[src/rtl/spc_pkg.sv]
// Package for the steering PID/PWM controller.
// Transaction structs, command/status structs, register indexes, codes and constants.
// No dependencies.
`timescale 1ns / 1ps
package spc_pkg;

   typedef struct packed {
      logic [7:0]         command;
      logic               link_ok;
      logic [9:0]         pot_reading;
      logic signed [15:0] stick_value;
      logic signed [15:0] auto_target;
      logic               auto_valid;
      logic [15:0]        elapsed_ms;
   } req_type;

   typedef struct packed {
      logic [7:0]         drive_right;
      logic [7:0]         drive_left;
      logic [3:0]         action;
      logic signed [15:0] error_value;
   } rsp_type;

   typedef struct packed {
      logic [3:0] op;
   } cmd_type;

   typedef struct packed {
      logic pid;
      logic div_busy;
   } stat_type;

   // datapath operations
   localparam logic [3:0] OP_NONE    = 4'd0;
   localparam logic [3:0] OP_LOAD    = 4'd1;
   localparam logic [3:0] OP_MAP     = 4'd2;
   localparam logic [3:0] OP_ERR     = 4'd3;
   localparam logic [3:0] OP_MUL_ED  = 4'd4;
   localparam logic [3:0] OP_DIV_INC = 4'd5;
   localparam logic [3:0] OP_INTEG   = 4'd6;
   localparam logic [3:0] OP_MUL_GD  = 4'd7;
   localparam logic [3:0] OP_MUL_K   = 4'd8;
   localparam logic [3:0] OP_DIV_D   = 4'd9;
   localparam logic [3:0] OP_MUL_P   = 4'd10;
   localparam logic [3:0] OP_MUL_I   = 4'd11;
   localparam logic [3:0] OP_SUM     = 4'd12;
   localparam logic [3:0] OP_FINISH  = 4'd13;

   // register indexes
   localparam logic [2:0] REG_GAIN_P      = 3'd0;
   localparam logic [2:0] REG_GAIN_I      = 3'd1;
   localparam logic [2:0] REG_GAIN_D      = 3'd2;
   localparam logic [2:0] REG_POT_RIGHT   = 3'd3;
   localparam logic [2:0] REG_POT_CENTER  = 3'd4;
   localparam logic [2:0] REG_POT_LEFT    = 3'd5;
   localparam logic [2:0] REG_PWM_FLOOR   = 3'd6;
   localparam logic [2:0] REG_PWM_CEILING = 3'd7;

   // command modes
   localparam logic [7:0] CMD_PAUSE  = 8'd0;
   localparam logic [7:0] CMD_MANUAL = 8'd1;
   localparam logic [7:0] CMD_AUTO   = 8'd2;

   // action codes
   localparam logic [3:0] ACT_NOSIGNAL = 4'd0;
   localparam logic [3:0] ACT_PAUSE    = 4'd1;
   localparam logic [3:0] ACT_MAN_N    = 4'd2;
   localparam logic [3:0] ACT_MAN_L    = 4'd3;
   localparam logic [3:0] ACT_MAN_R    = 4'd4;
   localparam logic [3:0] ACT_AUTO_N   = 4'd5;
   localparam logic [3:0] ACT_AUTO_R   = 4'd6;
   localparam logic [3:0] ACT_AUTO_L   = 4'd7;
   localparam logic [3:0] ACT_HOLD     = 4'd8;
   localparam logic [3:0] ACT_OTHER    = 4'd9;

   // reset values
   localparam logic [15:0] RST_GAIN_P      = 16'd4096;
   localparam logic [15:0] RST_GAIN_I      = 16'd82;
   localparam logic [15:0] RST_GAIN_D      = 16'd328;
   localparam logic [9:0]  RST_POT_RIGHT   = 10'd197;
   localparam logic [9:0]  RST_POT_CENTER  = 10'd447;
   localparam logic [9:0]  RST_POT_LEFT    = 10'd815;
   localparam logic [7:0]  RST_PWM_FLOOR   = 8'd150;
   localparam logic [7:0]  RST_PWM_CEILING = 8'd235;

   localparam int          INT_CLAMP    = 102400;
   localparam logic [15:0] DEADBAND_Q4  = 16'd160;
   localparam logic [10:0] STICK_CENTER = 11'd512;
   localparam logic [10:0] STICK_MAX    = 11'd1024;
   localparam logic [15:0] INC_DIVISOR  = 16'd125;
   localparam logic [16:0] D_SCALE      = 17'd64000;

   localparam int QUO_W     = 48;
   localparam int DIV_STEPS = QUO_W / 2;

endpackage

[src/rtl/steering_pid_pwm_controller.sv]
// Steering PID/PWM controller: one result transaction per accepted control tick.
// A pause, hold, no-link or unknown-mode tick goes from decode straight to the result register;
// a manual or auto PID tick steps through the map, error, integral and derivative operations,
// using the shared two-bit-per-cycle divider twice (integral increment by 125, derivative
// by elapsed time) and the single shared multiplier for each multiply. A new tick is accepted
// as soon as the previous one reaches the result register, even if that result is still
// waiting to be taken. Depends on spc_pkg, spc_ctrl and spc_datapath.
`timescale 1ns / 1ps
module steering_pid_pwm_controller
   import spc_pkg::*;
(
   input  logic        clock,
   input  logic        reset,
   input  logic        req_valid,
   output logic        req_ready,
   input  req_type     req_data,
   output logic        rsp_valid,
   input  logic        rsp_ready,
   output rsp_type     rsp_data,
   input  logic        csr_we,
   input  logic [2:0]  csr_index,
   input  logic [15:0] csr_wdata
);

   cmd_type  cmd;
   stat_type stat;

   spc_ctrl u_ctrl (
      .clock     (clock),
      .reset     (reset),
      .req_valid (req_valid),
      .req_ready (req_ready),
      .rsp_valid (rsp_valid),
      .rsp_ready (rsp_ready),
      .stat      (stat),
      .cmd       (cmd)
   );

   spc_datapath u_dp (
      .clock     (clock),
      .reset     (reset),
      .cmd       (cmd),
      .stat      (stat),
      .req_data  (req_data),
      .rsp_data  (rsp_data),
      .csr_we    (csr_we),
      .csr_index (csr_index),
      .csr_wdata (csr_wdata)
   );

endmodule

[src/rtl/spc_div.sv]
// Unsigned restoring divider, 48-bit dividend by 16-bit divisor, two bits per cycle.
// Depends on spc_pkg.
`timescale 1ns / 1ps
module spc_div
   import spc_pkg::*;
(
   input  logic              clock,
   input  logic              reset,
   input  logic              start,
   input  logic [QUO_W-1:0]  dividend,
   input  logic [15:0]       divisor,
   output logic              busy,
   output logic [QUO_W-1:0]  quotient
);

   logic [15:0]      rem_ff, rem_in;
   logic [QUO_W-1:0] quo_ff, quo_in;
   logic [15:0]      dsr_ff, dsr_in;
   logic [4:0]       cnt_ff, cnt_in;
   logic             busy_ff, busy_in;
   logic [16:0]      s1, s2;

   function automatic logic [16:0] div_step(input logic [15:0] rem, input logic bit_in,
                                             input logic [15:0] d);
      logic [16:0] t;
      t = {rem, bit_in};
      if (t >= {1'b0, d}) begin
         div_step = {1'b1, 16'(t - {1'b0, d})};
      end else begin
         div_step = {1'b0, t[15:0]};
      end
   endfunction

   always_comb begin
      s1      = div_step(rem_ff, quo_ff[QUO_W-1], dsr_ff);
      s2      = div_step(s1[15:0], quo_ff[QUO_W-2], dsr_ff);
      rem_in  = rem_ff;
      quo_in  = quo_ff;
      dsr_in  = dsr_ff;
      cnt_in  = cnt_ff;
      busy_in = busy_ff;
      if (start) begin
         rem_in  = '0;
         quo_in  = dividend;
         dsr_in  = divisor;
         cnt_in  = 5'(DIV_STEPS);
         busy_in = 1'b1;
      end else if (busy_ff) begin
         rem_in  = s2[15:0];
         quo_in  = {quo_ff[QUO_W-3:0], s1[16], s2[16]};
         cnt_in  = cnt_ff - 5'd1;
         busy_in = (cnt_ff != 5'd1);
      end
   end

   always_ff @(posedge clock) begin
      if (reset) begin
         busy_ff <= 1'b0;
         cnt_ff  <= '0;
      end else begin
         busy_ff <= busy_in;
         cnt_ff  <= cnt_in;
      end
      rem_ff <= rem_in;
      quo_ff <= quo_in;
      dsr_ff <= dsr_in;
   end

   assign busy     = busy_ff;
   assign quotient = quo_ff;

endmodule

[src/rtl/spc_datapath.sv]
// Datapath: configuration registers, shared multiplier, divider, PID state and result register.
// Depends on spc_pkg and spc_div.
`timescale 1ns / 1ps
module spc_datapath
   import spc_pkg::*;
(
   input  logic        clock,
   input  logic        reset,
   input  cmd_type     cmd,
   output stat_type    stat,
   input  req_type     req_data,
   output rsp_type     rsp_data,
   input  logic        csr_we,
   input  logic [2:0]  csr_index,
   input  logic [15:0] csr_wdata
);

   logic [15:0] gain_p_ff, gain_i_ff, gain_d_ff;
   logic [9:0]  pot_right_ff, pot_center_ff, pot_left_ff;
   logic [7:0]  pwm_floor_ff, pwm_ceiling_ff;

   req_type            in_ff;
   rsp_type            rsp_ff, rsp_in;
   logic signed [50:0] prod_ff;
   logic signed [15:0] err_ff, err_in;
   logic signed [16:0] de_ff;
   logic signed [15:0] prev_ff;
   logic signed [17:0] integ_ff, integ_in;
   logic signed [51:0] acc_ff, acc_in;
   logic               sign_ff;

   logic signed [33:0] mul_a;
   logic signed [16:0] mul_b;
   logic signed [50:0] mul_p;
   logic [10:0]        s_clamp, s_seg;
   logic               seg_hi, manual, pid, dt_zero;
   logic signed [10:0] slope;
   logic [50:0]        pmag;
   logic [QUO_W-1:0]   div_dividend, quo;
   logic [15:0]        div_divisor;
   logic               div_start, div_busy;
   logic signed [17:0] sp, diff;
   logic signed [29:0] inc, isum;
   logic signed [51:0] dterm, amag;
   logic [29:0]        lvl_m;
   logic [7:0]         lvl;
   logic               pos, in_db;

   spc_div u_div (
      .clock    (clock),
      .reset    (reset),
      .start    (div_start),
      .dividend (div_dividend),
      .divisor  (div_divisor),
      .busy     (div_busy),
      .quotient (quo)
   );

   always_ff @(posedge clock) begin
      if (reset) begin
         gain_p_ff      <= RST_GAIN_P;
         gain_i_ff      <= RST_GAIN_I;
         gain_d_ff      <= RST_GAIN_D;
         pot_right_ff   <= RST_POT_RIGHT;
         pot_center_ff  <= RST_POT_CENTER;
         pot_left_ff    <= RST_POT_LEFT;
         pwm_floor_ff   <= RST_PWM_FLOOR;
         pwm_ceiling_ff <= RST_PWM_CEILING;
      end else if (csr_we) begin
         case (csr_index)
            REG_GAIN_P:      gain_p_ff      <= csr_wdata;
            REG_GAIN_I:      gain_i_ff      <= csr_wdata;
            REG_GAIN_D:      gain_d_ff      <= csr_wdata;
            REG_POT_RIGHT:   pot_right_ff   <= csr_wdata[9:0];
            REG_POT_CENTER:  pot_center_ff  <= csr_wdata[9:0];
            REG_POT_LEFT:    pot_left_ff    <= csr_wdata[9:0];
            REG_PWM_FLOOR:   pwm_floor_ff   <= csr_wdata[7:0];
            REG_PWM_CEILING: pwm_ceiling_ff <= csr_wdata[7:0];
            default: ;
         endcase
      end
   end

   always_comb begin
      manual  = (in_ff.command == CMD_MANUAL);
      pid     = in_ff.link_ok && (manual || (in_ff.command == CMD_AUTO && in_ff.auto_valid));
      dt_zero = (in_ff.elapsed_ms == 16'd0);

      if (in_ff.stick_value < 0) begin
         s_clamp = '0;
      end else if (in_ff.stick_value > $signed({5'd0, STICK_MAX})) begin
         s_clamp = STICK_MAX;
      end else begin
         s_clamp = in_ff.stick_value[10:0];
      end
      seg_hi = (s_clamp > STICK_CENTER);
      s_seg  = seg_hi ? (s_clamp - STICK_CENTER) : s_clamp;
      slope  = seg_hi ? ($signed({1'b0, pot_left_ff}) - $signed({1'b0, pot_center_ff}))
                      : ($signed({1'b0, pot_center_ff}) - $signed({1'b0, pot_right_ff}));

      case (cmd.op)
         OP_MAP: begin
            mul_a = $signed({23'd0, s_seg});
            mul_b = 17'(slope);
         end
         OP_MUL_ED: begin
            mul_a = 34'(err_ff);
            mul_b = $signed({1'b0, in_ff.elapsed_ms});
         end
         OP_MUL_GD: begin
            mul_a = 34'(de_ff);
            mul_b = $signed({1'b0, gain_d_ff});
         end
         OP_MUL_K: begin
            mul_a = prod_ff[33:0];
            mul_b = $signed(D_SCALE);
         end
         OP_MUL_P: begin
            mul_a = 34'(err_ff);
            mul_b = $signed({1'b0, gain_p_ff});
         end
         OP_MUL_I: begin
            mul_a = 34'(integ_ff);
            mul_b = $signed({1'b0, gain_i_ff});
         end
         default: begin
            mul_a = '0;
            mul_b = '0;
         end
      endcase
      mul_p = mul_a * mul_b;

      pmag         = prod_ff[50] ? 51'(-prod_ff) : 51'(prod_ff);
      div_start    = (cmd.op == OP_DIV_INC) || (cmd.op == OP_DIV_D);
      div_dividend = (cmd.op == OP_DIV_INC) ? {pmag[44:0], 3'b000} : pmag[47:0];
      div_divisor  = (cmd.op == OP_DIV_INC) ? INC_DIVISOR : in_ff.elapsed_ms;

      // setpoint and saturated error
      if (manual) begin
         sp = $signed({4'd0, (seg_hi ? pot_center_ff : pot_right_ff), 4'd0})
            + 18'($signed(prod_ff[20:5]));
      end else begin
         sp = 18'(in_ff.auto_target);
      end
      diff = sp - $signed({4'd0, in_ff.pot_reading, 4'd0});
      if (diff > 18'sd32767) begin
         err_in = 16'sh7FFF;
      end else if (diff < -18'sd32768) begin
         err_in = 16'sh8000;
      end else begin
         err_in = diff[15:0];
      end

      // integrator with clamp
      inc  = sign_ff ? -$signed({1'b0, quo[28:0]}) : $signed({1'b0, quo[28:0]});
      isum = 30'(integ_ff) + inc;
      if (isum > 30'(INT_CLAMP)) begin
         integ_in = 18'(INT_CLAMP);
      end else if (isum < -30'(INT_CLAMP)) begin
         integ_in = -18'(INT_CLAMP);
      end else begin
         integ_in = isum[17:0];
      end

      dterm = sign_ff ? -$signed({4'd0, quo}) : $signed({4'd0, quo});

      case (cmd.op)
         OP_MUL_P: acc_in = dt_zero ? '0 : dterm;
         OP_MUL_I: acc_in = acc_ff + (52'(prod_ff) <<< 6);
         OP_SUM:   acc_in = acc_ff + 52'(prod_ff);
         default:  acc_in = acc_ff;
      endcase

      // drive level and action
      amag  = acc_ff[51] ? -acc_ff : acc_ff;
      lvl_m = amag[51:22];
      if (lvl_m < {22'd0, pwm_floor_ff}) begin
         lvl = pwm_floor_ff;
      end else if (lvl_m > {22'd0, pwm_ceiling_ff}) begin
         lvl = pwm_ceiling_ff;
      end else begin
         lvl = lvl_m[7:0];
      end
      pos   = !acc_ff[51] && (acc_ff != '0);
      in_db = (err_ff <= $signed(DEADBAND_Q4)) && (err_ff >= -$signed(DEADBAND_Q4));

      rsp_in             = '0;
      rsp_in.error_value = pid ? err_ff : 16'sd0;
      if (!in_ff.link_ok) begin
         rsp_in.action = ACT_NOSIGNAL;
      end else if (in_ff.command == CMD_PAUSE) begin
         rsp_in.action = ACT_PAUSE;
      end else if (in_ff.command == CMD_AUTO && !in_ff.auto_valid) begin
         rsp_in.action = ACT_HOLD;
      end else if (!pid) begin
         rsp_in.action = ACT_OTHER;
      end else if (in_db) begin
         rsp_in.action = manual ? ACT_MAN_N : ACT_AUTO_N;
      end else if (manual) begin
         if (pos) begin
            rsp_in.drive_left = lvl;
            rsp_in.action     = ACT_MAN_L;
         end else begin
            rsp_in.drive_right = lvl;
            rsp_in.action      = ACT_MAN_R;
         end
      end else begin
         if (pos) begin
            rsp_in.drive_right = lvl;
            rsp_in.action      = ACT_AUTO_R;
         end else begin
            rsp_in.drive_left = lvl;
            rsp_in.action     = ACT_AUTO_L;
         end
      end
   end

   always_ff @(posedge clock) begin
      if (reset) begin
         integ_ff <= '0;
         prev_ff  <= '0;
      end else if (cmd.op == OP_INTEG) begin
         integ_ff <= integ_in;
         prev_ff  <= err_ff;
      end
   end

   always_ff @(posedge clock) begin
      if (cmd.op == OP_LOAD) begin
         in_ff <= req_data;
      end
      if (cmd.op == OP_MAP || cmd.op == OP_MUL_ED || cmd.op == OP_MUL_GD ||
          cmd.op == OP_MUL_K || cmd.op == OP_MUL_P || cmd.op == OP_MUL_I) begin
         prod_ff <= mul_p;
      end
      if (cmd.op == OP_ERR) begin
         err_ff <= err_in;
      end
      if (cmd.op == OP_INTEG) begin
         de_ff <= 17'(err_ff) - 17'(prev_ff);
      end
      if (div_start) begin
         sign_ff <= prod_ff[50];
      end
      acc_ff <= acc_in;
      if (cmd.op == OP_FINISH) begin
         rsp_ff <= rsp_in;
      end
   end

   assign stat.pid      = pid;
   assign stat.div_busy = div_busy;
   assign rsp_data      = rsp_ff;

endmodule

[src/rtl/spc_ctrl.sv]
// Controller state machine: sequences datapath operations and owns both handshakes.
// Depends on spc_pkg.
`timescale 1ns / 1ps
module spc_ctrl
   import spc_pkg::*;
(
   input  logic     clock,
   input  logic     reset,
   input  logic     req_valid,
   output logic     req_ready,
   output logic     rsp_valid,
   input  logic     rsp_ready,
   input  stat_type stat,
   output cmd_type  cmd
);

   localparam logic [3:0] ST_IDLE     = 4'd0;
   localparam logic [3:0] ST_DECODE   = 4'd1;
   localparam logic [3:0] ST_MAP      = 4'd2;
   localparam logic [3:0] ST_ERR      = 4'd3;
   localparam logic [3:0] ST_MUL_ED   = 4'd4;
   localparam logic [3:0] ST_DIV_INC  = 4'd5;
   localparam logic [3:0] ST_WAIT_INC = 4'd6;
   localparam logic [3:0] ST_INTEG    = 4'd7;
   localparam logic [3:0] ST_MUL_GD   = 4'd8;
   localparam logic [3:0] ST_MUL_K    = 4'd9;
   localparam logic [3:0] ST_DIV_D    = 4'd10;
   localparam logic [3:0] ST_WAIT_D   = 4'd11;
   localparam logic [3:0] ST_MUL_P    = 4'd12;
   localparam logic [3:0] ST_MUL_I    = 4'd13;
   localparam logic [3:0] ST_SUM      = 4'd14;
   localparam logic [3:0] ST_FINISH   = 4'd15;

   logic [3:0] state_ff, state_in;
   logic       rsp_valid_ff, rsp_valid_in;
   logic       fire;

   always_comb begin
      state_in = state_ff;
      cmd.op   = OP_NONE;
      fire     = 1'b0;
      case (state_ff)
         ST_IDLE: begin
            if (req_valid) begin
               cmd.op   = OP_LOAD;
               state_in = ST_DECODE;
            end
         end
         ST_DECODE:  state_in = stat.pid ? ST_MAP : ST_FINISH;
         ST_MAP: begin
            cmd.op   = OP_MAP;
            state_in = ST_ERR;
         end
         ST_ERR: begin
            cmd.op   = OP_ERR;
            state_in = ST_MUL_ED;
         end
         ST_MUL_ED: begin
            cmd.op   = OP_MUL_ED;
            state_in = ST_DIV_INC;
         end
         ST_DIV_INC: begin
            cmd.op   = OP_DIV_INC;
            state_in = ST_WAIT_INC;
         end
         ST_WAIT_INC: if (!stat.div_busy) state_in = ST_INTEG;
         ST_INTEG: begin
            cmd.op   = OP_INTEG;
            state_in = ST_MUL_GD;
         end
         ST_MUL_GD: begin
            cmd.op   = OP_MUL_GD;
            state_in = ST_MUL_K;
         end
         ST_MUL_K: begin
            cmd.op   = OP_MUL_K;
            state_in = ST_DIV_D;
         end
         ST_DIV_D: begin
            cmd.op   = OP_DIV_D;
            state_in = ST_WAIT_D;
         end
         ST_WAIT_D: if (!stat.div_busy) state_in = ST_MUL_P;
         ST_MUL_P: begin
            cmd.op   = OP_MUL_P;
            state_in = ST_MUL_I;
         end
         ST_MUL_I: begin
            cmd.op   = OP_MUL_I;
            state_in = ST_SUM;
         end
         ST_SUM: begin
            cmd.op   = OP_SUM;
            state_in = ST_FINISH;
         end
         ST_FINISH: begin
            if (!rsp_valid_ff || rsp_ready) begin
               cmd.op   = OP_FINISH;
               fire     = 1'b1;
               state_in = ST_IDLE;
            end
         end
         default: state_in = ST_IDLE;
      endcase
      rsp_valid_in = fire ? 1'b1 : (rsp_ready ? 1'b0 : rsp_valid_ff);
   end

   always_ff @(posedge clock) begin
      if (reset) begin
         state_ff     <= ST_IDLE;
         rsp_valid_ff <= 1'b0;
      end else begin
         state_ff     <= state_in;
         rsp_valid_ff <= rsp_valid_in;
      end
   end

   assign req_ready = (state_ff == ST_IDLE);
   assign rsp_valid = rsp_valid_ff;

`ifndef NO_ASSERTIONS
   a_accept_decode: assert property (@(posedge clock) disable iff (reset)
      (req_valid && req_ready) |=> (state_ff == ST_DECODE))
      else $error("accepted transaction did not advance to decode");

   a_div_started: assert property (@(posedge clock) disable iff (reset)
      (state_ff == ST_DIV_INC || state_ff == ST_DIV_D) |=> stat.div_busy)
      else $error("divider not busy after start");

   a_finish_holds: assert property (@(posedge clock) disable iff (reset)
      (state_ff == ST_FINISH && rsp_valid_ff && !rsp_ready) |=>
      (state_ff == ST_FINISH && rsp_valid_ff))
      else $error("result overwritten while output stalled");
`endif

endmodule

[config.mk]
export PLATFORM = sky130hd
export DESIGN_NAME = steering_pid_pwm_controller
export DESIGN_NICKNAME = d
export VERILOG_FILES = /design/src/rtl/spc_pkg.sv /design/src/rtl/steering_pid_pwm_controller.sv /design/src/rtl/spc_div.sv /design/src/rtl/spc_datapath.sv /design/src/rtl/spc_ctrl.sv
export SDC_FILE = /design/constraint.sdc
export NUM_CORES = 2
export LEC_CHECK = 0
export ABC_AREA = 1
export BUFFER_PORTS_ARGS = -buffer_cell sky130_fd_sc_hd__buf_2
export CAP_MARGIN = 20
export CORE_ASPECT_RATIO = 1.4
export CORE_MARGIN = 3
export CORE_UTILIZATION = 60
export DETAILED_ROUTE_END_ITERATION = 6
export MAX_ROUTING_LAYER = met4
export PLACE_DENSITY = 0.77
export RECOVER_POWER = 25
export SETUP_SLACK_MARGIN = 0.2
export SYNTH_ARGS = -nofsm -noshare
export SYNTH_HDL_FRONTEND = slang
export SYNTH_SLANG_ARGS = --single-unit
[constraint.sdc]
create_clock -name clock -period 8.3 [get_ports clock]
set_input_delay 0.83 -clock clock [delete_from_list [all_inputs] [get_ports clock]]
set_output_delay 0.83 -clock clock [all_outputs]
set_load 0.01 [all_outputs]
After elaboration in Yosys (flattened, before gate mapping)
Cells that the tools add are included.
Widths: inputs -> output; s select.
- bitwise logic cells: 2
- add/subtract/negate cells: 16
- reductions and logical operators: 38
- shifts and indexed selects: 0
- mux-type cells: 51
- order comparisons: 13
- equality and inequality tests: 42
- $mul: 1
- div/mod/pow operators: 0
- operator list (operator ; count):
    $mux 48 ; 4
    $pmux 34 s5 ; 1
    $mux 52 ; 3
    $pmux 52 s3 ; 1
    $pmux 17 s6 ; 1
    $pmux 4 s16 ; 1
    $eq 4x4->1 const B ; 14
    $mux 18 ; 3
    $add 52x51->52 ; 1
    $add 52x52->52 ; 1
    $neg 48->52 ; 1
    $neg 52->52 ; 1
    $pmux 4 s13 ; 1
    $reduce_bool 52->1 ; 1
    $mul 34x17->51 ; 1
    $neg 48->48 ; 1
    $mux 11 ; 4
    $mux 4 ; 9
    $ge 17x16->1 ; 2
    $mux 17 ; 2
    $eq 4x3->1 const B ; 8
    $mux 8 ; 4
    $sub 16x16->16 ; 2
    $add 18x30->30 ; 1
    other kinds (50) ; 95
- bits in latches: 0
- input port bits: 92
- memories: 0
- logic and storage cells: 199
- output and inout port bits: 38
- ROM bits: 0
- register bits: 460
- RAM bits: 0

Longest topological paths before layout
- depth after elaboration: 11
- gate-level depth with buffers: 46
- gate-level depth less buffers: 44

Modules after synthesis
From an unflattened synthesis, not the netlist that was laid out.
- cells, all modules: 7660
- area total of the unflattened synthesis: 56377.8 um^2
- modules (own cells, without submodules) (module ; instances ; cells each ; area an instance (um^2) ; seq. area each (um^2)):
    spc_datapath ; 1 ; 6853 ; 50385.8 ; 9799.4
    spc_div ; 1 ; 730 ; 5537.8 ; 2362.3
    spc_ctrl ; 1 ; 77 ; 454.2 ; 100.1

Worst setup path after synthesis
No wires, ideal clock.
- kind: reg-to-reg
- start point: register u_dp.pot_center_ff[0]
- end point: register u_dp.prod_ff[49], data pin
- setup time: 0.265 ns
- stages on the path, launching flop included: 42
- required time: 8.035 ns
- data arrival time: 7.393 ns
- period minus slack after synthesis: 7.657 ns
- setup slack: 0.643 ns
- path buffers: 2
- path through: dfxtp_1 > inv_1 > ha_1 > inv_1 > fa_1 > nand3_1 > nand2_1 > a21oi_1 > nor2_1 > nor2_1 > nor2_1 > o21ai_0 > nand2_1 > nand2_1 > a21oi_1 > o21ai_2 > nand3_2 > buf_2 > (+6 left out) > fa_1 > fa_1 > fa_1 > inv_1 > fa_1 > inv_1 > ha_1 > a21oi_1 > inv_1 > a31oi_1 > inv_1 > a21oi_1 > inv_1 > a21oi_1 > inv_1 > a21oi_1 > o211ai_1 > xor2_1
- cells in the longest elaborated chain, start to end: 4
- elaborated cells between the ends (all ways): 5
- those cells by class: add/sub: 2; mul: 1; mux: 2
- ends and longest elaborated chain (item ; line ; text):
    start: declaration ; spc_datapath.sv:19 ; logic [9:0] pot_right_ff, pot_center_ff, pot_left_ff;
    start signal: assignment ; spc_datapath.sv:75 ; REG_POT_CENTER: pot_center_ff <= csr_wdata[9:0];
    $sub 10x10->11 (on tied branches) ; spc_datapath.sv:99, spc_datapath.sv:98 ;
    $mux 11 (*) ; spc_datapath.sv:98 ; slope = seg_hi ? ($signed({1'b0, pot_left_ff}) - $signed({1'b0, pot_center_ff}))
    $pmux 17 s6 (*) ; spc_datapath.sv:101 ; case (cmd.op)
    $mul 34x17->51 (*) ; spc_datapath.sv:131 ; mul_p = mul_a * mul_b;
    net u_dp.mul_p[49] ; spc_datapath.sv:34 ; logic signed [50:0] mul_p;
    end signal: assignment ; spc_datapath.sv:234 ; prod_ff <= mul_p;
    end: declaration ; spc_datapath.sv:24 ; logic signed [50:0] prod_ff;
The timed path passes the listed nets; every way through them passes the cells marked *.
A chain may end at the register's enable or synchronous reset.

Final worst setup path
- start point: register u_dp.in_ff[36] (netlist bit)
- end point: register u_dp.prod_ff[48], data pin
- cells in the longest elaborated chain, start to end: 7
- elaborated cells between the ends (all ways): 11
- those cells by class: add/sub: 1; mul: 1; order compare: 3; mux: 6
- ends and longest elaborated chain (item ; line ; text):
    start: declaration ; spc_datapath.sv:22 ; req_type in_ff;
    start signal: assignment ; spc_datapath.sv:230 ; in_ff <= req_data;
    $gt 16x12->1 ; spc_datapath.sv:91 ; end else if (in_ff.stick_value > $signed({5'd0, STICK_MAX})) begin
    $mux 11 ; spc_datapath.sv:91 ;
    $mux 11 (*) ; spc_datapath.sv:89 ; if (in_ff.stick_value < 0) begin
    $sub 11x10->11 / $gt 11x10->1 (equally long branches) ; spc_datapath.sv:97, spc_datapath.sv:96 ;
    $mux 11 (on tied branches) ; spc_datapath.sv:97, spc_datapath.sv:98 ;
    $pmux 34 s5 / $pmux 17 s6 (equally long branches) ; spc_datapath.sv:101 ;
    $mul 34x17->51 (*) ; spc_datapath.sv:131 ;
    net u_dp.mul_p[48] ; spc_datapath.sv:34 ;
Marked as above.

==> results.cfg <==
[final_layout]
drive_above_1_share = 0.1342
multi_input_area_um2 = 38510
area_growth_pct = 14.62
nNetsFinal = 8650
fill_cells = 7109
register_area_um2 = 12260

[route]
wl_per_cell_um = 23.65
drt-pass1-iter-count = 7
drc_errors = 3
via_per_inst = 6.056
first_iter_violations = 5707
vias = 53750
routed_wirelength_mm = 209.9
drt.antenna.violating_nets = 0

[worst_hold_path]
holdCritPathClass = in -> reg

[setup_path]
cp-end-kind = register
critPathMaxFanout = 14
start_kind = register
cp_slowest_stage_delay_ns = 0.53
cp_top_family = adder cells
path_class = reg -> reg
crit_buf_inv = 11
worstPathArrival_ns = 8.71
required_ns = 8.68
cp_slowest_cell = fa_1

[sta]
slew_headroom = -1.121
rsz0062_at_grt = yes
max_clock_freq_mhz = 120.1
finalSetupViolCount = 1
min_period_ns = 8.330
skew_ns = 0.02781
period_share = 1.004
slew_violations = 224
finalHoldViolCount = 0
whs_ns = 0.3741
finalWorstSetupSlack_ns = -0.02988
worst_slew_pin_slew_ns = 3.182

[synthesis]
synth-edff-count = 305
syn_area_per_cell_um2 = 7.550
yosys_warnings = 0
yosysTopAreaCellShare = 0.2040
syn_inst = 7293
synth.area.top_cells = fa_1 20%, edfxtp_1 17%, nand2_1 9.3%
synth_sequential_area_ratio = 0.2227
netlist_top_cells_count = 1364 x nand2_1, 1295 x inv_1, 966 x nor2_1, 561 x fa_1, 478 x a21oi_1
synth_fp_nets = 8299
synth_cell_type_count = 70
ys.flop_type = edfxtp_1
netlist_area_um2 = 55060
yosysTopAreaCell = fa_1
ys_ff_latch = 460
yosysMostFrequentCell = nand2_1
async_flop_share = 0

[placement]
place_congestion = 1.056
dp_hpwl_mm = 165.1
io_buffers = 129
place_ws_ns = -0.1418

[global_routing]
overflow = 0
grt_max_degree = 99
grt_first_pass_wirelength_mm = 303.9
grt_pass1_vias = 54140
antenna_found_initial = 3
grtUsageTotal = 0.4345

[floorplanning]
fp.dieArea_um2 = 95490
pin_count = 130
coreArea_um2 = 90440
die_h_um = 364.4
die_width_um = 262.0
initial_utilization = 0.6088
rows = 130

[clock_network]
ctsHoldBuffers = 0
cts_buffers = 48
insertion_delay_ns = 0.63
cts_buffer_depth = 3
cts-root-buf = clkbuf_16
cts_tree = yes
cts_sinks = 460
htreeDepth = 2
clkTransAtPathRegs_ns = 0.09

[power_and_ir_drop]
peakVddDrop_mv = 0.2570
p_comb_frac = 0.702
swShare = 0.5286
p_total_uw = 20820
p_int_uw = 9813
netSwitchingPower_uw = 11010
seqPwrFrac = 0.188
p_per_area_nw_per_um2 = 329.9
clkPwrFrac = 0.111
cellLeakagePower_uw = 0.02994

[run_status]
status = finished with violations
failed_checks = DRC, capacitance limit, slew limit, setup timing

[run]
maxCapViolCount = 5
[what timing repair did]
item / 4_1_cts / 5_1_grt
endpoints found under the setup margin: 24 / 32
hold endpoints to repair: 0 / 0
gates resized for setup: 62 / 354
cloned: 3 / 16
pin swaps: 16 / 193
buffers inserted: 8 / 61
[logic make-up after synthesis]
group,synth area share
and+or+nand+nor,0.2252
buffers and inverters,0.1068
AOI/OAI and AO/OA,0.1240
adders and majority gates,0.2842
DFF,0.2227
xor gates and xnor gates,0.03706
muxes,0.0001818
[routing by layer]
| metal | vias up | share of wire | GRT usage |
|---|---|---|---|
| li1 | 24100 | - | - |
| met1 | 25390 | 0.33 | 0.4569 |
| met2 | 3139 | 0.48 | 0.7275 |
| met3 | 1117 | 0.093 | 0.08380 |
| met4 | 0 | 0.10 | 0.3152 |
| met5 | - | 0 | - |
[layout make-up]
type,instances,area share
inverters,1330,0.07960
repair buffers,495,0.06576
well taps,1188,0.02355
clock inverters,23,0.004064
diodes,4,0.0001586
multi-input cells,5309,0.6102
flip-flops and latches,460,0.1943
clock buffers,66,0.02228
[power groups by stage]
stage	Sequential [uW]	Clock, uW	Combinational [uW]
after floorplan	3610	0	8340
after global placement	3880	0	12400
after detailed placement	3890	0	12700
after CTS	3850	2300	12900
after global routing	3900	2380	15700
final	3910	2300	14600
[sequential cells by signal, indices dropped and copies added (netlist names), 17 cells and up]
name,count
u_dp.acc_ff,52
u_dp.in_ff,68
u_dp.integ_ff,18
u_dp.de_ff,17
u_dp.u_div.quotient,48
u_dp.prod_ff,51
u_dp.rsp_data,36
[per-stage QoR]
stage          instances  utilization  TNS (ns)  cell area (um^2)
6_report            8875       0.6978  -0.02988             63110
5_1_grt             8874       0.6978    -1.086             63110
2_1_floorplan       7293            -         0             55060
3_3_place_gp        8693       0.6496  -0.01440             58750
3_5_place_dp        8693       0.6496   -0.9787             58750
4_1_cts             8793       0.6722         0             60790
[cell usage in the layout (no fill, tap or decap), drive strengths merged, types with 8 or more instances in the layout]
master  netlist  layout
fa          561     561
nand3b       13      13
nor3         75      75
o21bai       19      19
clkinv       18      35
a221oi       22      22
a21boi        8       8
o221ai       23      23
o21ai       405     405
ha          353     353
o31ai        15      15
o22ai         8       8
clkbuf      105      89
nand4        45      45
xnor2        82      82
edfxtp      305     305
nand2      1373    1373
xor2        151     151
a21oi       486     486
nand3       360     361
nor4         41      41
o211ai       68      68
nor2        999    1000
buf          91     471
o21a         25      25
dfxtp       155     155
a31oi        50      50
or2          56      56
inv        1312    1313
a22oi         8       8
a21o         26      26
[final timing paths]
kind	start	endpoint	slack [ns]	cells after the start
setup / recovery	u_dp.in_ff[36]$_DFFE_PN_	u_dp.prod_ff[48]$_DFFE_PP_	-0.03	43
hold / removal	req_data[10]	u_dp.in_ff[10]$_DFFE_PN_	0.37	1
setup reg to reg	u_dp.in_ff[36]$_DFFE_PN_	u_dp.prod_ff[48]$_DFFE_PP_	-0.03	43
hold reg to reg	u_dp.gain_p_ff[2]$_SDFFE_PP0P_	u_dp.gain_p_ff[2]$_SDFFE_PP0P_	0.46	2
Note: power is estimated with default switching activity, not from simulation.
